[config.mk]
export PLATFORM = sky130hd
export DESIGN_NAME = vrap_remap
export DESIGN_NICKNAME = d
export VERILOG_FILES = /design/src/hdl/vrap_pkg.sv /design/src/hdl/vrap_remap.sv
export SDC_FILE = /design/constraint.sdc
export NUM_CORES = 1
export LEC_CHECK = 0
export ABC_AREA = 0
export BUFFER_PORTS_ARGS = -buffer_cell sky130_fd_sc_hd__buf_2
export CORE_AREA = 10 10 47 49
export DETAILED_ROUTE_END_ITERATION = 10
export DIE_AREA = 0 0 57 59
export PLACE_DENSITY = 0.47
export SLEW_MARGIN = 20
export SYNTH_ARGS = -nofsm -noshare
export SYNTH_HDL_FRONTEND = slang
export SYNTH_SLANG_ARGS = --single-unit
[constraint.sdc]
create_clock -name vclk -period 0.8
set_input_delay 0.04 -clock vclk [all_inputs]
set_output_delay 0.04 -clock vclk [all_outputs]
set_load 0.01 [all_outputs]
[src/hdl/vrap_pkg.sv]
`timescale 1ns / 1ps
`default_nettype none
// ----------------------------------------------------------------------------
// Video RAM access port package
// Shared constants, access codes and the memory control bundle.
// ----------------------------------------------------------------------------
package vrap_pkg;

    // Default number of 16-bit words in the video memory.
    localparam int VRAM_WORDS_DEFAULT = 32768;

    // Width of the CPU-visible word address and of one memory word.
    localparam int WORD_ADDR_W = 16;
    localparam int WORD_W      = 16;
    localparam int BYTE_W      = 8;

    // Access codes carried on the mode field of a transaction.
    typedef enum logic [2:0] {
        MODE_CTRL    = 3'd0,
        MODE_ADDR_LO = 3'd1,
        MODE_ADDR_HI = 3'd2,
        MODE_WR_LO   = 3'd3,
        MODE_WR_HI   = 3'd4,
        MODE_RD_LO   = 3'd5,
        MODE_RD_HI   = 3'd6
    } mode_t;

    // Address remap codes from the control byte.
    typedef enum logic [1:0] {
        REMAP_NONE = 2'd0,
        REMAP_ROT8 = 2'd1,
        REMAP_ROT9 = 2'd2,
        REMAP_ROT10 = 2'd3
    } remap_t;

    // Bit positions inside the control byte.
    localparam int CTRL_STEP_LSB  = 0;
    localparam int CTRL_REMAP_LSB = 2;
    localparam int CTRL_HIGH_BIT  = 7;

    // Control bundle from the access logic to the memory.
    typedef struct packed {
        logic       rd_en;
        logic [1:0] byte_wr_en;
    } mem_ctrl_t;

    // Address increment selected by the step code: 1, 32, 128, 128.
    function automatic logic [WORD_ADDR_W-1:0] step_size(input logic [1:0] code);
        logic [WORD_ADDR_W-1:0] inc;
        unique case (code)
            2'd0:    inc = WORD_ADDR_W'(1);
            2'd1:    inc = WORD_ADDR_W'(32);
            default: inc = WORD_ADDR_W'(128);
        endcase
        return inc;
    endfunction

endpackage
`default_nettype wire

[src/hdl/vrap_remap.sv]
`timescale 1ns / 1ps
`default_nettype none
// ----------------------------------------------------------------------------
// Address remap
// Rotates the low address bits per the remap code and folds the result into
// the memory size.
// ----------------------------------------------------------------------------
module vrap_remap
    import vrap_pkg::*;
#(
    parameter int MEM_WORDS = VRAM_WORDS_DEFAULT
) (
    input  wire logic [WORD_ADDR_W-1:0]       word_addr,
    input  wire logic [1:0]                   remap,
    output logic      [$clog2(MEM_WORDS)-1:0] mem_addr
);

    localparam int ADDR_W   = $clog2(MEM_WORDS);
    localparam int QUO_BITS = $clog2((2**WORD_ADDR_W - 1) / MEM_WORDS + 1);
    localparam logic [WORD_ADDR_W:0] MOD_WORDS = (WORD_ADDR_W + 1)'(MEM_WORDS);

    logic [WORD_ADDR_W-1:0] rotated;
    logic [WORD_ADDR_W:0]   rem;

    always_comb begin
        unique case (remap_t'(remap))
            REMAP_ROT8:  rotated = {word_addr[15:8], word_addr[4:0], word_addr[7:5]};
            REMAP_ROT9:  rotated = {word_addr[15:9], word_addr[5:0], word_addr[8:6]};
            REMAP_ROT10: rotated = {word_addr[15:10], word_addr[6:0], word_addr[9:7]};
            default:     rotated = word_addr;
        endcase
    end

    // Restoring reduction: the quotient has only a few bits, one compare and
    // subtract per bit.
    always_comb begin
        rem = {1'b0, rotated};
        for (int k = QUO_BITS - 1; k >= 0; k--) begin
            if (rem >= (MOD_WORDS << k)) begin
                rem = rem - (MOD_WORDS << k);
            end
        end
    end

    assign mem_addr = rem[ADDR_W-1:0];

endmodule
`default_nettype wire

==> metrics list, run 1 <==
* DRC violation count after routing: 0
- The net count of the finished layout is 57.
- Summed over all nets, the half-perimeter wirelength after detailed placement is 751 µm.
* Port Buffers: 22
* Fraction of layout cells with a size suffix above 1: 94.6%
* Setup repair after global routing missed its margin: yes
- Shortest period the worst path allows: 842 ps
- Measured against its own limit, the worst slew margin works out to 85.7%.
- The number of placed instances, taps included, is 53.
- Hold Worst Slack: about 80 ps
* Power density over the cells: about 670 nW/µm²
- Routability congestion estimate: 0.731
- Count of flip-flops and latches: 0
* Static Leakage: between 0.15 and 0.2 nW
* Gate count of the mapped netlist: 18
- Once routing completed, OpenROAD measured the worst setup slack at -42.5 ps.
* DRT iter0 DRCs: 2
- The die is 59 µm tall.
- The routed design has 882 µm of wire.
- Largest fanout of any net on the critical path: 5
- For the pin with the worst max-slew slack, the measured transition is 214 ps.
- The repair_antennas step left the layout with diodes totalling 0.
* Total power: 275 µW
- The path with the worst hold slack has its endpoint at mem_addr[10].
* Kind of launch point of the worst setup path: input pin
- Total global routing track utilization: 5.24%
- Required arrival time at the worst endpoint: 760 ps
- In this run the remaining antenna-violating nets after routing total 0.
- For this run, the top clock speed supported by timing is between 1000 and 1500 MHz.
- Count of hold buffers inserted by post-cts repair: 0
* Initial core utilization: 15.0%
- Synthesis-to-finish area growth: 94.0%
- Once layout is complete, the cells apart from fillers number 53.
* Fillers: 157
* CP Capture Type: output pin
- Horizontal die dimension: 57 µm
- Detailed-route wire length per cell: 16.6 µm
- Vias per Instance: 4.13
* Final Slew Violations: 0
* Cell Chain, Critical Path: buf_8, nor2_4, mux2_4, buf_6
* Number of library cell types mapped by synthesis: 7
- On the worst path, the slowest cell contributes a delay of 330 ps.
- Max-cap violations: 0
* Number of clock buffer instances in the layout: 0
- Dividing the synthesized area by the synthesized cell count gives 11.7 µm².
* Initial antenna violation count: 0
- Dividing the final minimum period by the clock period gives 105%.
- Sequential cell area: 0 µm²
* Path class of the lowest-slack min-delay path: in2out
- Vias in the first global route: about 290
* Site Rows: 14
- The first global-routing pass estimated 1470 µm of wire.
- The biggest area contributor in the post-synthesis netlist is sky130_fd_sc_hd__mux2_1.
- Net count after synthesis: 36
* Synth top area share: 32.1%
- After global routing the overflow that remains totals 0.
- The worst hold path begins at word_addr[10].
- Crit path buf inv count: 2
- I/O pin count: 33
* Number of warnings printed during yosys synthesis: 0
- The most common cell in the synthesized netlist is sky130_fd_sc_hd__mux2_1.
- Setup violations remaining at the end of the flow were counted as 8.
- Result of the run: finished, violations left
* Proportion of synthesized chip area in sequential cells: 0%
- Synth Cell Area: between 200 and 250 µm²
- Violations in the final reports: negative setup slack
* Arrival @ worst endpoint: 800 ps
- IR analysis of the VDD net gives a maximum drop of 0.243 mV.
- By area the synthesized netlist is led by sky130_fd_sc_hd__mux2_1, sky130_fd_sc_hd__mux4_2, sky130_fd_sc_hd__buf_4, sky130_fd_sc_hd__buf_6, sky130_fd_sc_hd__mux2_2.
* Via total after detailed routing: 219
- Broken down by cell family, the worst path's largest delay share belongs to multiplexers.
- The first TritonRoute pass finished after 2 iterations.
* CP Class: in2out
- Along the worst hold path, the cell count comes to 0.
* Setup repair bufs after CTS: 0
- Number of endpoints with negative hold slack in the final report: 0
- Most instantiated cells after synthesis: sky130_fd_sc_hd__mux2_1, sky130_fd_sc_hd__buf_4, sky130_fd_sc_hd__mux4_2
- Core region area: 1400 µm²
- The die covers 3360 µm².
- On the critical path, the stage with the largest delay is an instance of sky130_fd_sc_hd__mux2_4.
- Entering global routing, the biggest net connects 7 pins.
- At the end of the flow the core is filled with cells to 29.1%.
[layout make-up]
type / count / area, µm² / area share [%]
Multi-Input combinational cell: 12 / 180 / 44.2
Tap cell: 16 / 20.0 / 4.91
Timing Repair Buffer: 25 / 208 / 50.9
[cell usage in the layout (no fill, tap or decap), drive strengths merged]
cell type and count:
nand2 1, nor2 1, buf 25, mux2 7, mux4 3
[per-layer routing]
metal | GRT usage, % | share of wire, %
met1 | 8.00 | 53
met2 | 5.43 | 26
met3 | 4.08 | 20
met4 | 0 | 0
met5 | 0 | 0
[kinds of logic after synthesis]
family,after synthesis,share of synthesized area [%]
buffers and inverters,6,23.2
multiplexers,10,69.6
AND/OR/NAND/NOR,2,7.14
[power by group]
group / switching, mW / internal, mW / total [mW] / leakage [nW]
Sequential: 0 / 0 / 0 / 0
Clock: 0 / 0 / 0 / 0
Combinational: 0.102 / 0.173 / 0.275 / 0.196
Total: 0.102 / 0.173 / 0.275 / 0.196
[worst max path at each step]
stage          slack, ps  startpoint           to  cells after the start
2_1_floorplan         80    remap[1]  mem_addr[0]                      2
4_1_cts              -50    remap[1]  mem_addr[3]                      4
3_5_place_dp        -160    remap[1]  mem_addr[2]                      3
6_report             -40    remap[0]  mem_addr[4]                      4
3_3_place_gp        -140    remap[1]  mem_addr[0]                      3
5_1_grt              -80    remap[0]  mem_addr[3]                      4
[repair_timing]
item | CTS | global route
pin swaps | 1 | 1
setup endpoints to repair | 9 | 8
resized for setup | 15 | 5
[stage by stage]
step | instance area [µm²] | setup TNS, ps | worst slack (ps)
2_1_floorplan | 210 | 0 | 81.7
3_3_place_gp | 314 | -830 | -143
3_5_place_dp | 314 | -833 | -155
4_1_cts | 385 | -294 | -51.7
5_1_grt | 408 | -468 | -75.5
6_report | 408 | -241 | -42.5
Note: power is estimated with default switching activity, not from simulation.
==> run 2: changes to the inputs <==
--- a/config.mk
+++ b/config.mk
@@ -5,13 +5,14 @@
 export SDC_FILE = /design/constraint.sdc
 export NUM_CORES = 1
 export LEC_CHECK = 0
-export ABC_AREA = 0
+export ABC_AREA = 1
 export BUFFER_PORTS_ARGS = -buffer_cell sky130_fd_sc_hd__buf_2
 export CORE_AREA = 10 10 47 49
 export DETAILED_ROUTE_END_ITERATION = 10
 export DIE_AREA = 0 0 57 59
-export PLACE_DENSITY = 0.47
+export PLACE_DENSITY_LB_ADDON = 0.2
 export SLEW_MARGIN = 20
 export SYNTH_ARGS = -nofsm -noshare
 export SYNTH_HDL_FRONTEND = slang
 export SYNTH_SLANG_ARGS = --single-unit
+export TNS_END_PERCENT = 100
==> metrics list, run 2 <==
- Detailed-route wire length per cell: 11.1 µm
- At the pin with the least slew margin, the transition time is 138 ps.
* Number of library cell types mapped by synthesis: 11
* Post-Route Setup TNS: 0 ps
* Synthesis-to-finish area growth: 49.0%
- The analysis attributes to cell leakage a power of between 0.15 and 0.2 nW.
- The setup path with the least slack is of type in2out.
- The floorplan step defined a die boundary enclosing 3360 µm².
* Synth Cell Area: 243 µm²
- Count of flip-flops and latches: 0
* DRT iter0 DRCs: 3
- The routed layout has 340 vias.
* Initial core utilization: 17.3%
* Maximum single-stage delay on the critical path: approximately 160 ps
- Proportion of synthesized chip area in sequential cells: 0%
- The worst setup path is captured at an output pin.
- In the global route stage, overall resource usage came out at 4.69%.
- Wire length reported by the detailed router: about 880 µm
* Gate count of the mapped netlist: 46
* Worst slack at placement: 35.5 ps
- Arrival @ worst endpoint: 710 ps
- After global routing the overflow that remains totals 0.
- The library cells used most frequently in the layout, excluding fill and tap cells, are sky130_fd_sc_hd__buf_2, sky130_fd_sc_hd__nand2_1, sky130_fd_sc_hd__nand3_1, sky130_fd_sc_hd__inv_1, sky130_fd_sc_hd__nand4_1.
- At the end of routability-driven placement, the weighted congestion stood at 0.675.
* Worst Hold Depth: 0
- The largest total area in the synthesized netlist belongs to sky130_fd_sc_hd__buf_4.
* Diode count: 0
- The most numerous cell type found on the critical path is sky130_fd_sc_hd__buf_2.
- Combinational logic is responsible for 100.0% of the overall power.
* Met1 WL: 352 µm
- Fillers: 177
- Final worst-path cycle share: 93.5%
- The number of global-route vias before repair is about 320.
- Crit path depth: 6
- The top cell type by area accounts for 21.6% of the synthesized area.
- The number of nets in the synthesized netlist is 64.
- Using the TritonRoute via totals, the vias-per-cell ratio works out to 4.30.
* Crit path setup slack, layout: about 52 ps
- Switch share: 53.2%
- Combined area of the multi-input logic cells: 169 µm²
- For this run, design rule violations remaining after detail routing come to 0.
* Switching power: 118 µW
- Power density over the cells: 612 nW/µm²
- Sequential cell area: 0 µm²
- Syn_area_per_cell: between 5 and 6 µm²
- Kind of launch point of the worst setup path: input pin
- The HPWL after detailed placement is 753 µm.
- Detailed routing placed a total of between 400 and 500 µm of wire on met2.
- Most common library cell in the layout ignoring fill and taps: sky130_fd_sc_hd__buf_2
- Setup violations remaining at the end of the flow were counted as 0.
- The tool flagged a number of max-cap violations equal to 0.
* Initial antenna violation count: 0
- Final Slew Violations: 0
* Wire length of the first global-routing pass: about 1400 µm
- The die is 59 µm tall.
- Signal routing reaches up to met3.
* Core region area: 1400 µm²
- Max Clk Rate: 1340 MHz
- Once detail routing completed, the nets flagged for antenna violations numbered 0.
* Total number of nets in the final design: 83
- Clock share of power: 0%
* Number of warnings printed during yosys synthesis: 0
- The first detailed-routing pass ran for 4 iterations.
- Headroom to the max-slew limit came out at a little over 90%.
- Critical path's top delay family: buffers and inverters
- The run finished with clean final reports.
- Cell Chain, Critical Path: buf_2, buf_4, inv_1, nand3_1, nand4_1, buf_2
- The post-route netlist has between 40% and 50% of its cells at a drive strength greater than 1.
* Path class of the lowest-slack min-delay path: in2out
* VDD IR-drop max: 0.172 mV
- Largest net degree at the start of global routing: 13
- Setup repair after global routing missed its margin: yes
- Site Rows: 14
- Post-CTS timing repair inserted 0 buffers for setup.
* Required arrival time at the worst endpoint: 760 ps
* Detail Route met3 WL: around 42 µm
- sky130_fd_sc_hd__nand2_1 is the most common cell in the netlist.
- Port Buffers: 22
- In the post-synthesis netlist, the biggest area contributors are sky130_fd_sc_hd__buf_4, sky130_fd_sc_hd__nand3_1, sky130_fd_sc_hd__nand2_1, sky130_fd_sc_hd__nand4_1, sky130_fd_sc_hd__o21ai_2.
- Flop pwr share: 0%
- Shortest period the worst path allows: 748 ps
- The hold violation count in the final report is 0.
- Most instantiated cells after synthesis: sky130_fd_sc_hd__nand2_1, sky130_fd_sc_hd__nand3_1, sky130_fd_sc_hd__buf_4, sky130_fd_sc_hd__inv_1, sky130_fd_sc_hd__nand4_1
* Largest fanout of any net on the critical path: 10
* Internal Dissipation: between 100 and 150 µW
- After layout, the clock buffer instance count stands at 0.
* I/O pin count: 33
- The number of buffers and inverters on the critical path is 4.
* Horizontal die dimension: 57 µm
- For this design, the slowest cell found on the critical path is sky130_fd_sc_hd__buf_4.
==> run 2: routing by layer <==
layer	vias to the layer above	global-route usage, %
met4	0	0
li1	181	-
met3	0	0.858
met2	7	9.30
met1	152	5.28
met5	-	0
==> run 2: logic make-up after synthesis <==
logic type	after synthesis	share of synthesized area, %
AO/OA/AOI/OAI	5	13.4
buffers and inverters	12	32.5
AND/OR/NAND/NOR	29	54.1
==> run 2: final timing paths <==
| path | from | to | slack (ps) |
|---|---|---|---|
| hold / removal | word_addr[10] | mem_addr[10] | 80 |
| setup / recovery | remap[0] | mem_addr[2] | 50 |
==> run 2: area by class of cell <==
cell class / instances / share of cell area [%]
inverter: 4 / 4.15
timing repair buffer: 25 / 43.6
multi-input combinational: 34 / 46.7
tap: 16 / 5.54
==> run 2: timing repair <==
| action | in CTS | in global routing |
|---|---|---|
| hold buffers | 0 | 0 |
| resized for setup | 0 | 2 |
| endpoints found under the setup margin | 0 | 4 |
==> run 2: through the flow <==
stage	total power, mW	cells	area [µm²]	hold WS, ps	utilization (%)
finish	0.221	79	362	80.0	25.8
floorplan	0.136	46	243	172	-
detailed placement	0.222	79	357	80.1	25.4
CTS	0.223	79	357	80.1	25.4
global placement	0.221	79	357	80.1	25.4
global route	0.248	79	362	80.0	25.8
==> run 2: power groups by stage <==
stage               Sequential, mW  Clock, mW  Combinational, mW
finish                           0          0              0.221
detailed placement               0          0              0.222
floorplan                        0          0              0.136
CTS                              0          0              0.223
global route                     0          0              0.248
global placement                 0          0              0.221
